**src/rtl/pfr_pkg.sv**
```systemverilog
// pfr_pkg: shared types and constants of the ps/2 frame receiver
// no dependencies; used by the interfaces and every rtl module
package pfr_pkg;

  localparam int QUEUE_SLOTS = 64;

  localparam int          TIME_W      = 32;
  localparam int          CNT_W       = 4;
  localparam int          BYTE_W      = 8;
  localparam logic [CNT_W-1:0] FRAME_BITS    = 4'd11;
  localparam logic [CNT_W-1:0] LAST_DATA_POS = 4'd7;
  localparam logic [TIME_W-1:0] GAP_TIMEOUT_RST = 32'd250;

  // input event codes
  localparam logic FUNC_EDGE = 1'b0;
  localparam logic FUNC_READ = 1'b1;

  typedef enum logic {
    OP_PUSH = 1'b0,
    OP_READ = 1'b1
  } op_kind_t;

  // word passed from the frame assembler to the byte queue
  typedef struct packed {
    op_kind_t          kind;
    logic [BYTE_W-1:0] data;
  } op_t;

endpackage

```
**src/rtl/pfr_ifs.sv**
```systemverilog
// pfr_ifs: valid/ready channel interfaces of the ps/2 frame receiver
// depends on pfr_pkg for field widths
interface pfr_in_if;
  logic                        valid;
  logic                        ready;
  logic                        func;
  logic                        data_bit;
  logic [pfr_pkg::TIME_W-1:0]  edge_time;
  modport source (output valid, func, data_bit, edge_time, input ready);
  modport sink   (input valid, func, data_bit, edge_time, output ready);
endinterface

interface pfr_out_if;
  logic                        valid;
  logic                        ready;
  logic                        code_valid;
  logic [pfr_pkg::BYTE_W-1:0]  scan_byte;
  modport source (output valid, code_valid, scan_byte, input ready);
  modport sink   (input valid, code_valid, scan_byte, output ready);
endinterface

interface pfr_cfg_if;
  logic                        valid;
  logic                        ready;
  logic [pfr_pkg::TIME_W-1:0]  gap_timeout;
  modport source (output valid, gap_timeout, input ready);
  modport sink   (input valid, gap_timeout, output ready);
endinterface

```
**src/rtl/pfr_front.sv**
```systemverilog
// pfr_front: frame assembler, takes edge and read events, emits queue ops
// depends on pfr_pkg and pfr_ifs
module pfr_front (
  input  logic              clk,
  input  logic              rst_n,
  pfr_in_if.sink            in_ch,
  pfr_cfg_if.sink           cfg_ch,
  output logic              op_valid,
  input  logic              op_ready,
  output pfr_pkg::op_t      op_data
);

  logic [pfr_pkg::CNT_W-1:0]  cnt_r;
  logic [pfr_pkg::CNT_W-1:0]  cnt_nxt;
  logic [pfr_pkg::BYTE_W-1:0] shift_r;
  logic [pfr_pkg::BYTE_W-1:0] shift_nxt;
  logic [pfr_pkg::TIME_W-1:0] last_r;
  logic [pfr_pkg::TIME_W-1:0] gap_r;

  logic                       in_fire;
  logic                       edge_fire;
  logic [pfr_pkg::TIME_W-1:0] gap;
  logic                       stale;
  logic [pfr_pkg::CNT_W-1:0]  cnt_eff;
  logic [pfr_pkg::CNT_W-1:0]  pos;
  logic [pfr_pkg::BYTE_W-1:0] shift_eff;
  logic [pfr_pkg::BYTE_W-1:0] shift_new;
  logic                       frame_done;

  assign in_ch.ready  = op_ready;
  assign cfg_ch.ready = 1'b1;
  assign in_fire      = in_ch.valid && in_ch.ready;
  assign edge_fire    = in_fire && (in_ch.func == pfr_pkg::FUNC_EDGE);

  always_comb begin
    gap       = in_ch.edge_time - last_r;
    stale     = gap > gap_r;
    cnt_eff   = stale ? '0 : cnt_r;
    shift_eff = stale ? '0 : shift_r;
    pos       = cnt_eff - 4'd1;
    shift_new = shift_eff;
    // data bits sit at frame positions one to eight
    if (pos <= pfr_pkg::LAST_DATA_POS) begin
      shift_new[pos[2:0]] = in_ch.data_bit;
    end
    frame_done = (cnt_eff == pfr_pkg::FRAME_BITS - 4'd1);
    if (frame_done) begin
      cnt_nxt   = '0;
      shift_nxt = '0;
    end else begin
      cnt_nxt   = cnt_eff + 4'd1;
      shift_nxt = shift_new;
    end
  end

  assign op_valid     = in_fire && ((in_ch.func == pfr_pkg::FUNC_READ) || frame_done);
  assign op_data.kind = (in_ch.func == pfr_pkg::FUNC_READ) ? pfr_pkg::OP_READ
                                                          : pfr_pkg::OP_PUSH;
  assign op_data.data = shift_new;

  always_ff @(posedge clk) begin
    if (!rst_n) begin
      cnt_r   <= '0;
      shift_r <= '0;
      last_r  <= '0;
      gap_r   <= pfr_pkg::GAP_TIMEOUT_RST;
    end else begin
      if (edge_fire) begin
        cnt_r   <= cnt_nxt;
        shift_r <= shift_nxt;
        last_r  <= in_ch.edge_time;
      end
      if (cfg_ch.valid) begin
        gap_r <= cfg_ch.gap_timeout;
      end
    end
  end

  a_cnt_range: assert property (@(posedge clk) disable iff (!rst_n)
    cnt_r < pfr_pkg::FRAME_BITS)
    else $error("bit counter out of frame range");

  a_done_clears: assert property (@(posedge clk) disable iff (!rst_n)
    edge_fire && frame_done |=> cnt_r == '0 && shift_r == '0)
    else $error("completed frame not cleared");

  a_edge_time: assert property (@(posedge clk) disable iff (!rst_n)
    edge_fire |=> last_r == $past(in_ch.edge_time))
    else $error("edge time not recorded");

endmodule

```
**src/rtl/pfr_opq.sv**
```systemverilog
// pfr_opq: two-entry op queue between frame assembler and byte queue
// depends on pfr_pkg
module pfr_opq (
  input  logic         clk,
  input  logic         rst_n,
  input  logic         in_valid,
  output logic         in_ready,
  input  pfr_pkg::op_t in_data,
  output logic         out_valid,
  input  logic         out_ready,
  output pfr_pkg::op_t out_data
);

  pfr_pkg::op_t slot_r [2];
  logic         wr_r;
  logic         rd_r;
  logic [1:0]   cnt_r;
  logic         push;
  logic         pop;

  assign in_ready  = (cnt_r != 2'd2);
  assign out_valid = (cnt_r != 2'd0);
  assign out_data  = slot_r[rd_r];
  assign push      = in_valid && in_ready;
  assign pop       = out_valid && out_ready;

  always_ff @(posedge clk) begin
    if (push) begin
      slot_r[wr_r] <= in_data;
    end
  end

  always_ff @(posedge clk) begin
    if (!rst_n) begin
      wr_r  <= 1'b0;
      rd_r  <= 1'b0;
      cnt_r <= 2'd0;
    end else begin
      if (push) wr_r <= ~wr_r;
      if (pop)  rd_r <= ~rd_r;
      cnt_r <= cnt_r + {1'b0, push} - {1'b0, pop};
    end
  end

  a_cnt_max: assert property (@(posedge clk) disable iff (!rst_n)
    cnt_r <= 2'd2)
    else $error("op queue overflow");

  a_ptr_cnt: assert property (@(posedge clk) disable iff (!rst_n)
    (cnt_r == 2'd1) == (wr_r != rd_r))
    else $error("op queue pointers disagree with count");

  a_no_push_full: assert property (@(posedge clk) disable iff (!rst_n)
    cnt_r == 2'd2 && !pop |=> cnt_r == 2'd2)
    else $error("op queue count lost while full");

endmodule

```
**src/rtl/pfr_back.sv**
```systemverilog
// pfr_back: ring byte queue with registered read and result register
// depends on pfr_pkg and pfr_ifs
module pfr_back #(
  parameter int QUEUE_SLOTS = pfr_pkg::QUEUE_SLOTS
) (
  input  logic         clk,
  input  logic         rst_n,
  input  logic         op_valid,
  output logic         op_ready,
  input  pfr_pkg::op_t op_data,
  pfr_out_if.source    out_ch
);

  localparam int IDX_W = (QUEUE_SLOTS > 1) ? $clog2(QUEUE_SLOTS) : 1;
  localparam logic [IDX_W-1:0] LAST_IDX = IDX_W'(QUEUE_SLOTS - 1);

  logic [pfr_pkg::BYTE_W-1:0] mem [QUEUE_SLOTS];
  logic [IDX_W-1:0]           wr_idx_r;
  logic [IDX_W-1:0]           rd_idx_r;
  logic [IDX_W-1:0]           wr_idx_nxt;
  logic [IDX_W-1:0]           rd_idx_nxt;
  logic                       pend_r;
  logic                       code_r;
  logic [pfr_pkg::BYTE_W-1:0] rd_data_r;

  logic is_read;
  logic fire;
  logic push_fire;
  logic rd_fire;
  logic full;
  logic empty;

  assign is_read    = (op_data.kind == pfr_pkg::OP_READ);
  // pushes never wait on the result register
  assign op_ready   = !is_read || !pend_r || out_ch.ready;
  assign fire       = op_valid && op_ready;
  assign push_fire  = fire && !is_read;
  assign rd_fire    = fire && is_read;
  assign wr_idx_nxt = (wr_idx_r == LAST_IDX) ? '0 : wr_idx_r + 1'b1;
  assign rd_idx_nxt = (rd_idx_r == LAST_IDX) ? '0 : rd_idx_r + 1'b1;
  assign full       = (wr_idx_nxt == rd_idx_r);
  assign empty      = (wr_idx_r == rd_idx_r);

  assign out_ch.valid      = pend_r;
  assign out_ch.code_valid = code_r;
  assign out_ch.scan_byte  = code_r ? rd_data_r : '0;

  always_ff @(posedge clk) begin
    if (push_fire && !full) begin
      mem[wr_idx_r] <= op_data.data;
    end
    if (rd_fire) begin
      rd_data_r <= mem[rd_idx_r];
    end
  end

  always_ff @(posedge clk) begin
    if (!rst_n) begin
      wr_idx_r <= '0;
      rd_idx_r <= '0;
      pend_r   <= 1'b0;
      code_r   <= 1'b0;
    end else begin
      if (push_fire && !full) begin
        wr_idx_r <= wr_idx_nxt;
      end
      if (rd_fire) begin
        pend_r <= 1'b1;
        code_r <= !empty;
        if (!empty) rd_idx_r <= rd_idx_nxt;
      end else if (out_ch.ready) begin
        pend_r <= 1'b0;
      end
    end
  end

  a_push_adv: assert property (@(posedge clk) disable iff (!rst_n)
    push_fire && !full |=> wr_idx_r != $past(wr_idx_r))
    else $error("accepted byte did not advance write index");

  a_full_hold: assert property (@(posedge clk) disable iff (!rst_n)
    push_fire && full |=> wr_idx_r == $past(wr_idx_r))
    else $error("byte written into a full queue");

  a_read_code: assert property (@(posedge clk) disable iff (!rst_n)
    rd_fire |=> pend_r && code_r == $past(!empty))
    else $error("read result does not match queue state");

  a_idx_range: assert property (@(posedge clk) disable iff (!rst_n)
    wr_idx_r <= LAST_IDX && rd_idx_r <= LAST_IDX)
    else $error("queue index out of range");

endmodule

```
**src/rtl/ps2_frame_receiver_fifo_core.sv**
```systemverilog
// ps2_frame_receiver_fifo_core: top level of the ps/2 frame receiver
// depends on pfr_pkg, pfr_ifs, pfr_front, pfr_opq and pfr_back

// PS/2 device-to-host receiver with a byte queue. Each input word is either
// a falling clock edge (func 0, with the data line level and a free-running
// timestamp) or a read request (func 1). An edge more than gap_timeout ticks
// after the previous one (mod 2^32) drops any partial frame first; the
// eleventh bit of a frame pushes the eight data bits into a ring queue of
// QUEUE_SLOTS entries holding at most QUEUE_SLOTS-1 bytes, a byte that finds
// the queue full is dropped. Start, parity and stop bits are not checked.
// A read returns one result word: code_valid 1 with the oldest byte, or
// code_valid 0 and scan_byte 0 when the queue is empty; edges return nothing.
// One input word is accepted every clock cycle while result words are taken.
// A read accepted at the input passes through the two-entry op queue and then
// the registered read port of the byte memory before its result word is
// offered. While a result word waits, later reads hold in the op queue and
// the input stalls once that queue holds two words. No clearing pass follows
// reset.
// gap_timeout resets to 250; the user must write it only while the block is idle (unchecked).
module ps2_frame_receiver_fifo_core #(
  parameter int QUEUE_SLOTS = pfr_pkg::QUEUE_SLOTS
) (
  input  logic       clk,
  input  logic       rst_n,
  pfr_in_if.sink     in_ch,
  pfr_out_if.source  out_ch,
  pfr_cfg_if.sink    cfg_ch
);

  // front to op queue
  logic         fq_valid;
  logic         fq_ready;
  pfr_pkg::op_t fq_data;

  // op queue to back
  logic         qb_valid;
  logic         qb_ready;
  pfr_pkg::op_t qb_data;

  // frame assembly and the gap timeout register
  pfr_front u_front (
    .clk      (clk),
    .rst_n    (rst_n),
    .in_ch    (in_ch),
    .cfg_ch   (cfg_ch),
    .op_valid (fq_valid),
    .op_ready (fq_ready),
    .op_data  (fq_data)
  );

  // decouples the assembler from result stalls, keeps ops in order
  pfr_opq u_opq (
    .clk       (clk),
    .rst_n     (rst_n),
    .in_valid  (fq_valid),
    .in_ready  (fq_ready),
    .in_data   (fq_data),
    .out_valid (qb_valid),
    .out_ready (qb_ready),
    .out_data  (qb_data)
  );

  // ring byte queue and result register
  pfr_back #(
    .QUEUE_SLOTS (QUEUE_SLOTS)
  ) u_back (
    .clk      (clk),
    .rst_n    (rst_n),
    .op_valid (qb_valid),
    .op_ready (qb_ready),
    .op_data  (qb_data),
    .out_ch   (out_ch)
  );

  // empty reads always report a zero byte
  a_empty_zero: assert property (@(posedge clk) disable iff (!rst_n)
    out_ch.valid && !out_ch.code_valid |-> out_ch.scan_byte == '0)
    else $error("empty read carries a nonzero byte");

  // an op leaving the front is always taken by the op queue
  a_front_taken: assert property (@(posedge clk) disable iff (!rst_n)
    fq_valid |-> fq_ready)
    else $error("front op lost");

  // a result stays put while the sink stalls
  a_out_hold: assert property (@(posedge clk) disable iff (!rst_n)
    out_ch.valid && !out_ch.ready |=> out_ch.valid && $stable(out_ch.scan_byte))
    else $error("stalled result changed");

endmodule

```
**src/flat_wrapper.sv**
```systemverilog
// flat-port wrapper written by rule: the top's interface ports become plain ports
module ps2_frame_receiver_fifo_core_flat 
#(
  parameter int QUEUE_SLOTS = pfr_pkg::QUEUE_SLOTS
)
  (clk, rst_n, in_ch_valid, in_ch_func, in_ch_data_bit, in_ch_edge_time, in_ch_ready, out_ch_valid, out_ch_code_valid, out_ch_scan_byte, out_ch_ready, cfg_ch_valid, cfg_ch_gap_timeout, cfg_ch_ready);
  pfr_in_if in_ch_i ();
  pfr_out_if out_ch_i ();
  pfr_cfg_if cfg_ch_i ();
  input  logic clk;
  input  logic rst_n;
  input wire logic [$bits(in_ch_i.valid)-1:0] in_ch_valid;
  input wire logic [$bits(in_ch_i.func)-1:0] in_ch_func;
  input wire logic [$bits(in_ch_i.data_bit)-1:0] in_ch_data_bit;
  input wire logic [$bits(in_ch_i.edge_time)-1:0] in_ch_edge_time;
  output wire logic [$bits(in_ch_i.ready)-1:0] in_ch_ready;
  output wire logic [$bits(out_ch_i.valid)-1:0] out_ch_valid;
  output wire logic [$bits(out_ch_i.code_valid)-1:0] out_ch_code_valid;
  output wire logic [$bits(out_ch_i.scan_byte)-1:0] out_ch_scan_byte;
  input wire logic [$bits(out_ch_i.ready)-1:0] out_ch_ready;
  input wire logic [$bits(cfg_ch_i.valid)-1:0] cfg_ch_valid;
  input wire logic [$bits(cfg_ch_i.gap_timeout)-1:0] cfg_ch_gap_timeout;
  output wire logic [$bits(cfg_ch_i.ready)-1:0] cfg_ch_ready;
  assign in_ch_i.valid = in_ch_valid;
  assign in_ch_i.func = in_ch_func;
  assign in_ch_i.data_bit = in_ch_data_bit;
  assign in_ch_i.edge_time = in_ch_edge_time;
  assign in_ch_ready = in_ch_i.ready;
  assign out_ch_valid = out_ch_i.valid;
  assign out_ch_code_valid = out_ch_i.code_valid;
  assign out_ch_scan_byte = out_ch_i.scan_byte;
  assign out_ch_i.ready = out_ch_ready;
  assign cfg_ch_i.valid = cfg_ch_valid;
  assign cfg_ch_i.gap_timeout = cfg_ch_gap_timeout;
  assign cfg_ch_ready = cfg_ch_i.ready;
  ps2_frame_receiver_fifo_core #(.QUEUE_SLOTS(QUEUE_SLOTS)) u_core (.clk(clk), .rst_n(rst_n), .in_ch(in_ch_i), .out_ch(out_ch_i), .cfg_ch(cfg_ch_i));
endmodule
```
**config.mk**
```make
export PLATFORM = sky130hd
export DESIGN_NAME = ps2_frame_receiver_fifo_core_flat
export DESIGN_NICKNAME = d
export VERILOG_FILES = /design/src/rtl/pfr_pkg.sv /design/src/rtl/pfr_ifs.sv /design/src/rtl/pfr_front.sv /design/src/rtl/pfr_opq.sv /design/src/rtl/pfr_back.sv /design/src/rtl/ps2_frame_receiver_fifo_core.sv /design/src/flat_wrapper.sv
export SDC_FILE = /design/constraint.sdc
export NUM_CORES = 1
export LEC_CHECK = 0
export BUFFER_PORTS_ARGS = -buffer_cell sky130_fd_sc_hd__buf_4
export CORE_ASPECT_RATIO = 1.25
export CORE_MARGIN = 1
export CORE_UTILIZATION = 30
export CTS_BUF_LIST = sky130_fd_sc_hd__clkbuf_16
export DETAILED_ROUTE_END_ITERATION = 10
export MAX_ROUTING_LAYER = met4
export PLACE_DENSITY = 0.47
export REMOVE_ABC_BUFFERS = 1
export SETUP_SLACK_MARGIN = 0.1
export SYNTH_ARGS = -nofsm -noshare
export SYNTH_HDL_FRONTEND = slang
export SYNTH_HIERARCHICAL = 1
export SYNTH_SLANG_ARGS = --single-unit
```
**constraint.sdc**
```tcl
create_clock -name clk -period 5.75 [get_ports clk]
set_input_delay 0.575 -clock clk [delete_from_list [all_inputs] [get_ports clk]]
set_output_delay 0.575 -clock clk [all_outputs]
set_load 0.02 [all_outputs]
```
==> impl_metrics.yaml, run 1 <==
setup_path:
  critPathMaxFanout: 8
  end_kind: "flop"
  critPathCapture: "u_core/u_opq/cnt_r[1]$_SDFF_PN0_"
  worst-path-stages: 32
  crit_buf_inv: 5
  cp.arrival_ns: 6.07
  crit_top_cell: "ha_4"
  crit_type: "flop to flop"
  cp_top_family: "compound AO/OA/AOI/OAI gates"
  r2r_slack_ns: 0.18
  crit_required_ns: 6.26
  crit_path_top_delay_cell: "a2111o_1"
  cpPeakStageDelay_ns: 0.43
  r2r-start: "u_core/u_front/last_r[0]$_SDFFE_PN0P_"
  cp-start-kind: "flop"
  r2r_cells: 32
  rr_endpoint: "u_core/u_opq/cnt_r[1]$_SDFF_PN0_"
  critPathLaunch: "u_core/u_front/last_r[0]$_SDFFE_PN0P_"
placed_design:
  place_hpwl_um: 43900
  gp_congestion: 0.845
  placement.cell_area_sq_um: 30900
  io_buffers: 81
clocking:
  cts_hold_buf: 0
  insertion_delay_ns: 0.62
  clock_sinks: 633
  clkTransAtPathRegs_ns: 0.06
  clockBufferDepth: 3
  h-tree-depth: 3
  cts_tree: "done"
  numCtsBuffers: 72
  cts_root_buf: "clkbuf_16"
layout:
  final_area_sq_um: 33500
  final_cell_mix: "edfxtp_1, buf_4, mux4_2"
  synthToLayoutAreaGrowth_pct: 19.9
  final_common_cell: "edfxtp_1"
  final_util: 0.365
  drive_above_1_share: 0.292
  nets: 2149
global_routing:
  grt_max_degree: 68
  grt_pass1_vias: 16700
  grt_usage: 0.153
  grt-busiest-layer: "met2"
  grt_overflow: 0
  grt_pass1_wl_um: 104000
  grt_use_met2: 0.266
  use_met1: 0.180
  use_met3: 0.0223
  antenna_found_initial: 0
synth:
  synth_edf_count: 538
  postSynthCellCount: 1779
  syn_area_sq_um: 27900
  ys_seq_area_frac: 0.647
  avgSynthCellArea_sq_um: 15.7
  synthFlopType: "edfxtp_1"
  synth_top_area_share: 0.578
  yosysWarningCount: 6
  ys_ff_latch: 633
  synth_area_leaders: "edfxtp_1, mux4_2, dfxtp_1"
  synthArstFlopShare: 0
  synth.distinct_cells: 78
  yosysTopAreaCell: "edfxtp_1"
timing:
  holdWs_ns: 0.179
  relSlewSlack: 0.297
  max_freq_mhz: 180
  maxSlewViolCount: 0
  skew_ns: 0.0236
  period_needed_ns: 5.57
  setup_viol: 0
  grt_setup_unrepaired: "true"
  min_period_over_period: 0.968
  worst_pin_slew_ns: 1.05
  hold_violations: 0
floorplanning:
  die_height_um: 343
  rows: 124
  core-area_sq_um: 91800
  die_area_sq_um: 94300
  initial_core_util: 0.304
  pin_count: 83
  die_w_um: 275
power:
  p_int_w: 0.00884
  combPwrFrac: 0.171
  vdd_ir_drop_max_v: 0.000272
  netSwitchingFraction: 0.270
  leakagePower_nw: 11.2
  p_sw_w: 0.00327
  seqPwrFrac: 0.460
  power.density_nw_per_um2: 362
  clkPwrFrac: 0.369
detailed_routing:
  wire_per_inst_um: 21.1
  ant_nets: 0
  first_pass_iters: 8
  wirelength_um: 68900
  vias: 15900
  drt-vias-per-instance: 4.87
  initialDrtViolationCount: 1014
  drc: 4
min_path:
  min_path_type: "input pin to flop"
flow_run:
  cap_violations: 0
outcome:
  status: "complete, but fails checks"
  violations: "DRC"
synthesized netlist by cell type (4+ instances only):
cell / instances
o21a_1: 5
a211oi_1: 7
dfxtp_1: 95
buf_4: 8
ha_1: 71
o22ai_1: 4
buf_6: 6
a22o_1: 5
nand2b_1: 14
a21o_1: 22
mux2i_1: 38
or2_2: 9
nor2b_1: 40
nand3_1: 22
o31ai_1: 5
clkbuf_1: 47
a21oi_1: 53
o21ai_0: 30
a22oi_1: 11
o211ai_1: 16
a31oi_1: 4
and3_1: 7
edfxtp_1: 538
inv_1: 83
buf_2: 28
a21boi_0: 36
and2_1: 17
mux2_2: 13
or3_1: 7
a221o_1: 6
nand4_1: 13
xor2_1: 17
buf_1: 10
nor2_1: 40
nand3b_1: 9
nor4_1: 12
mux4_2: 155
nor3_1: 69
xnor2_1: 27
nand2_1: 131
how the worst min path moves through the flow:
stage,cells after the start,startpoint,slack (ns),end
floorplan,2,u_core/u_front/last_r[10]$_SDFFE_PN0P_,0.44,u_core/u_front/last_r[10]$_SDFFE_PN0P_
global placement,2,u_core/u_front/last_r[15]$_SDFFE_PN0P_,0.45,u_core/u_front/last_r[15]$_SDFFE_PN0P_
detailed placement,2,u_core/u_front/last_r[11]$_SDFFE_PN0P_,0.46,u_core/u_front/last_r[11]$_SDFFE_PN0P_
CTS,3,cfg_ch_gap_timeout[1],0.13,u_core/u_front/gap_r[1]$_SDFFE_PN1P_
global route,3,cfg_ch_gap_timeout[3],0.15,u_core/u_front/gap_r[3]$_SDFFE_PN1P_
finish,3,cfg_ch_gap_timeout[1],0.18,u_core/u_front/gap_r[1]$_SDFFE_PN1P_
power groups by stage:
stage	clock [W]	combinational [W]	sequential (W)
final	0.00447	0.00207	0.00556
after global routing	0.00479	0.00227	0.00558
after CTS	0.00463	0.00205	0.00556
after detailed placement	0	0.00202	0.00566
after global placement	0	0.00197	0.00565
after floorplan	0	0.00118	0.00567
metal layers:
| layer | routed length, um | up-vias |
|---|---|---|
| li1 | - | 7361 |
| met1 | 28500 | 8086 |
| met2 | 35800 | 326 |
| met3 | 2570 | 121 |
| met4 | 1970 | 0 |
| met5 | 0 | - |
stage by stage:
step                total power, W  instances   TNS, ns  setup WS (ns)
detailed placement         0.00768       3121    -12.97         -0.536
finish                      0.0121       3261         0          0.184
floorplan                  0.00685       1680  -1104.73          -2.14
CTS                         0.0122       3253         0          0.101
global placement           0.00762       3121     -8.88         -0.414
global route                0.0126       3260    -0.478         -0.166
cell families after synthesis:
logic type / count (synthesis) / synth area share
AOI/OAI and AO/OA: 234 / 0.0601
and+or+nand+nor: 406 / 0.0740
adders and majority gates: 72 / 0.0325
other: 1 / 0.000134
xor gates and xnor gates: 45 / 0.0144
muxes: 206 / 0.144
buffers and inverters: 182 / 0.0284
DFF: 633 / 0.647
state kept, by name, indices dropped and copies added (netlist names), named ones only:
register and count:
u_core/u_back/mem 512, u_core/u_back/out_ch.code_valid 1, u_core/u_back/out_ch.valid 1, u_core/u_back/rd_data_r 8
u_core/u_back/rd_idx_r 6, u_core/u_back/wr_idx_r 6, u_core/u_front/cnt_r 4, u_core/u_front/gap_r 32
u_core/u_front/last_r 32, u_core/u_front/shift_r 8, u_core/u_opq/cnt_r 2, u_core/u_opq/rd_r 1
u_core/u_opq/slot_r 18, u_core/u_opq/wr_r 1
repair_timing:
| item | CTS | global route |
|---|---|---|
| setup buffers | 1 | 7 |
| pin swaps | 9 | 27 |
| resized for setup | 16 | 47 |
| gates cloned | 0 | 0 |
| setup endpoints to repair | 34 | 44 |
worst reg2reg max path, delay by kind of cell, from the launching register on:
family / cells / cell delay, ns
AOI/OAI and AO/OA: 12 / 2.20
xor gates and xnor gates: 1 / 0.10
and+or+nand+nor: 9 / 1.14
buffers and inverters: 5 / 0.57
adders and majority gates: 5 / 1.10
DFF: 1 / 0.34
final cells by class:
class	instances	area, sq um
Sequential cell	633	18100
Timing Repair Buffer	252	1940
Tap cell	1197	1500
Inverter	83	314
Clock buffer	73	1830
Multi-Input combinational cell	964	9370
Fill cell	8740	58400
Antenna cell	1	2.50
Clock inverter	58	473
Note: power is estimated with default switching activity, not from simulation.
==> run 2, diff against run 1 <==
--- a/config.mk
+++ b/config.mk
@@ -7,15 +7,15 @@
 export LEC_CHECK = 0
 export BUFFER_PORTS_ARGS = -buffer_cell sky130_fd_sc_hd__buf_4
 export CORE_ASPECT_RATIO = 1.25
-export CORE_MARGIN = 1
+export CORE_MARGIN = 8
 export CORE_UTILIZATION = 30
 export CTS_BUF_LIST = sky130_fd_sc_hd__clkbuf_16
 export DETAILED_ROUTE_END_ITERATION = 10
 export MAX_ROUTING_LAYER = met4
 export PLACE_DENSITY = 0.47
+export RECOVER_POWER = 25
 export REMOVE_ABC_BUFFERS = 1
 export SETUP_SLACK_MARGIN = 0.1
 export SYNTH_ARGS = -nofsm -noshare
 export SYNTH_HDL_FRONTEND = slang
-export SYNTH_HIERARCHICAL = 1
 export SYNTH_SLANG_ARGS = --single-unit
==> impl_metrics.yaml, run 2 <==
outcome:
  status: "complete, but fails checks"
  violations: "capacitance limit, slew limit"
synth:
  synthArstFlopShare: 0
  yosysMostFrequentCell: "edfxtp_1"
  synthFlopType: "edfxtp_1"
  avgSynthCellArea_sq_um: 16.1
  yosysTopAreaCell: "edfxtp_1"
  synth_edf_count: 538
  synth_top_area_share: 0.593
  ys_seq_area_frac: 0.663
  synth_area_leaders: "edfxtp_1, mux4_2, dfxtp_1"
  yosys-top-cells-count: "edfxtp_1, mux4_2, nor2_1, nand2_1, dfxtp_1"
  synth.distinct_cells: 72
  ys_ff_latch: 633
  yosysWarningCount: 0
  syn_area_sq_um: 27200
  postSynthCellCount: 1688
clocking:
  cts_root_buf: "clkbuf_16"
  numCtsBuffers: 70
  clockBufferDepth: 3
  insertion_delay_ns: 0.63
  cts_tree: "done"
  h-tree-depth: 3
  cts_hold_buf: 0
  clock_sinks: 633
  clkTransAtPathRegs_ns: 0.07
setup_path:
  crit_type: "flop to flop"
  crit_path_top_delay_cell: "a2111o_1"
  crit_required_ns: 6.21
  crit_top_cell: "ha_4"
  cp-start-kind: "flop"
  critPathMaxFanout: 3
  cpPeakStageDelay_ns: 0.35
  end_kind: "flop"
  cp.arrival_ns: 5.97
min_path:
  min_path_type: "input pin to flop"
global_routing:
  grt_pass1_vias: 15700
  grt_usage: 0.137
  grt_overflow: 0
  antenna_found_initial: 1
  grt_pass1_wl_um: 103000
  grt_max_degree: 83
layout:
  largest_register: "u_core.u_back.mem"
  fillers: 8559
  drive_above_1_share: 0.272
  final_common_cell: "edfxtp_1"
  synthToLayoutAreaGrowth_pct: 18.6
  nets: 2022
  reg_top3: "u_core.u_back.mem (512), u_core.u_front.gap_r (32), u_core.u_front.last_r (32)"
  final_cell_mix: "edfxtp_1, buf_4, mux4_2"
  largest_reg_flops: 512
power:
  seqPwrFrac: 0.471
  clkPwrFrac: 0.368
  netSwitchingFraction: 0.268
  p_sw_w: 0.00313
  combPwrFrac: 0.161
  p_int_w: 0.00857
  vdd_ir_drop_max_v: 0.000268
  leakagePower_nw: 10.5
  power.density_nw_per_um2: 362
placed_design:
  gp_congestion: 0.837
  place_ws_ns: -0.646
  place_hpwl_um: 43800
  io_buffers: 81
timing:
  grt_setup_unrepaired: "true"
  worst_pin_slew_ns: 3.28
  setup_viol: 0
  finalSetupTns_ns: 0
  setup_slack_ns: 0.237
  period_needed_ns: 5.51
  max_freq_mhz: 181
  hold_violations: 0
  skew_ns: 0.0410
  maxSlewViolCount: 560
  min_period_over_period: 0.959
  relSlewSlack: -1.19
detailed_routing:
  vias: 15000
  drc: 0
  ant_nets: 0
  wirelength_um: 68300
  first_pass_iters: 4
  drt-vias-per-instance: 4.82
  wire_per_inst_um: 21.9
  initialDrtViolationCount: 1135
floorplanning:
  die_height_um: 353
  die_w_um: 285
  core-area_sq_um: 90000
  rows: 123
  initial_core_util: 0.302
  pin_count: 83
  die_area_sq_um: 101000
flow_run:
  cap_violations: 9
-- run 2: changes by cell type in the layout (fill, tap and decap cells not counted), sizes merged, moves of 9 or more --
cell	before	now
nor2b	40	9
a22oi	11	2
nor2	41	137
nor3	69	13
nor4	14	3
nand2b	14	5
a21boi	38	2
buf	252	192
nand2	131	106
a21oi	53	85
mux4	155	168
-- run 2: timing repair --
| action | CTS | global route |
|---|---|---|
| resized for setup | 33 | 20 |
| pin swaps | 23 | 27 |
| endpoints found under the setup margin | 16 | 25 |
| setup buffers | 17 | 2 |
-- run 2: cells by family after synthesis --
family | count (synthesis) | share of synthesized area
flops | 633 | 0.663
simple gates | 349 | 0.0588
mux | 212 | 0.156
compound gates | 203 | 0.0467
buf+inv | 166 | 0.0255
fa+ha+maj | 73 | 0.0338
xor+xnor | 51 | 0.0164
other cells | 1 | 0.000138
-- run 2: path summary, 6_finish.rpt --
kind	end	slack, ns	startpoint	depth (start not counted)
min	u_core.u_front.gap_r[4]$_SDFFE_PN1P_	0.19	cfg_ch_gap_timeout[4]	3
max reg2reg	u_core.u_opq.cnt_r[1]$_SDFF_PN0_	0.24	u_core.u_front.last_r[13]$_SDFFE_PN0P_	31
min reg2reg	u_core.u_front.last_r[24]$_SDFFE_PN0P_	0.45	u_core.u_front.last_r[24]$_SDFFE_PN0P_	2
max	u_core.u_opq.cnt_r[1]$_SDFF_PN0_	0.24	u_core.u_front.last_r[13]$_SDFFE_PN0P_	31
-- run 2: worst max-delay path: cells and delay by family, from the launching register on --
family / cells / cell delay [ns]
buf+inv: 5 / 0.49
fa+ha+maj: 5 / 1.15
flops: 1 / 0.33
simple gates: 12 / 1.85
xor+xnor: 3 / 0.42
compound gates: 6 / 1.14
-- run 2: routing by layer --
layer,global-route usage,part of all wire,up-vias,routed length (um)
met3,0.0236,0.045,107,3100
li1,-,-,6912,-
met2,0.230,0.50,311,34400
met1,0.168,0.42,7692,29000
met4,0.0447,0.028,0,1890
met5,-,0,-,0
-- run 2: cell type report --
class                      count  area (sq um)  area share
multi-input combinational    889          8730       0.270
clock inverter                53           458      0.0142
inverter                      81           304     0.00941
clock buffer                  70          1750      0.0542
antenna                        2          5.00    0.000155
sequential                   633         18100       0.559
tap                         1187          1490      0.0460
timing repair buffer         203          1500      0.0464
-- run 2: per-stage QoR --
| step | utilization | power (W) | instances | hold WS (ns) | instance area [sq um] |
|---|---|---|---|---|---|
| 2_1_floorplan | - | 0.00668 | 1603 | 0.436 | 26800 |
| 3_3_place_gp | 0.330 | 0.00737 | 2976 | 0.443 | 29700 |
| 3_5_place_dp | 0.330 | 0.00740 | 2976 | 0.448 | 29700 |
| 4_1_cts | 0.358 | 0.0118 | 3116 | 0.146 | 32200 |
| 5_1_grt | 0.359 | 0.0122 | 3117 | 0.168 | 32300 |
| 6_report | 0.359 | 0.0117 | 3118 | 0.192 | 32300 |
-- run 2: power groups by stage --
stage	clock network, W	logic (W)	registers [W]
6_report	0.00431	0.00188	0.00551
5_1_grt	0.00460	0.00207	0.00553
4_1_cts	0.00445	0.00190	0.00546
3_5_place_dp	0	0.00185	0.00556
3_3_place_gp	0	0.00182	0.00555
2_1_floorplan	0	0.00110	0.00558
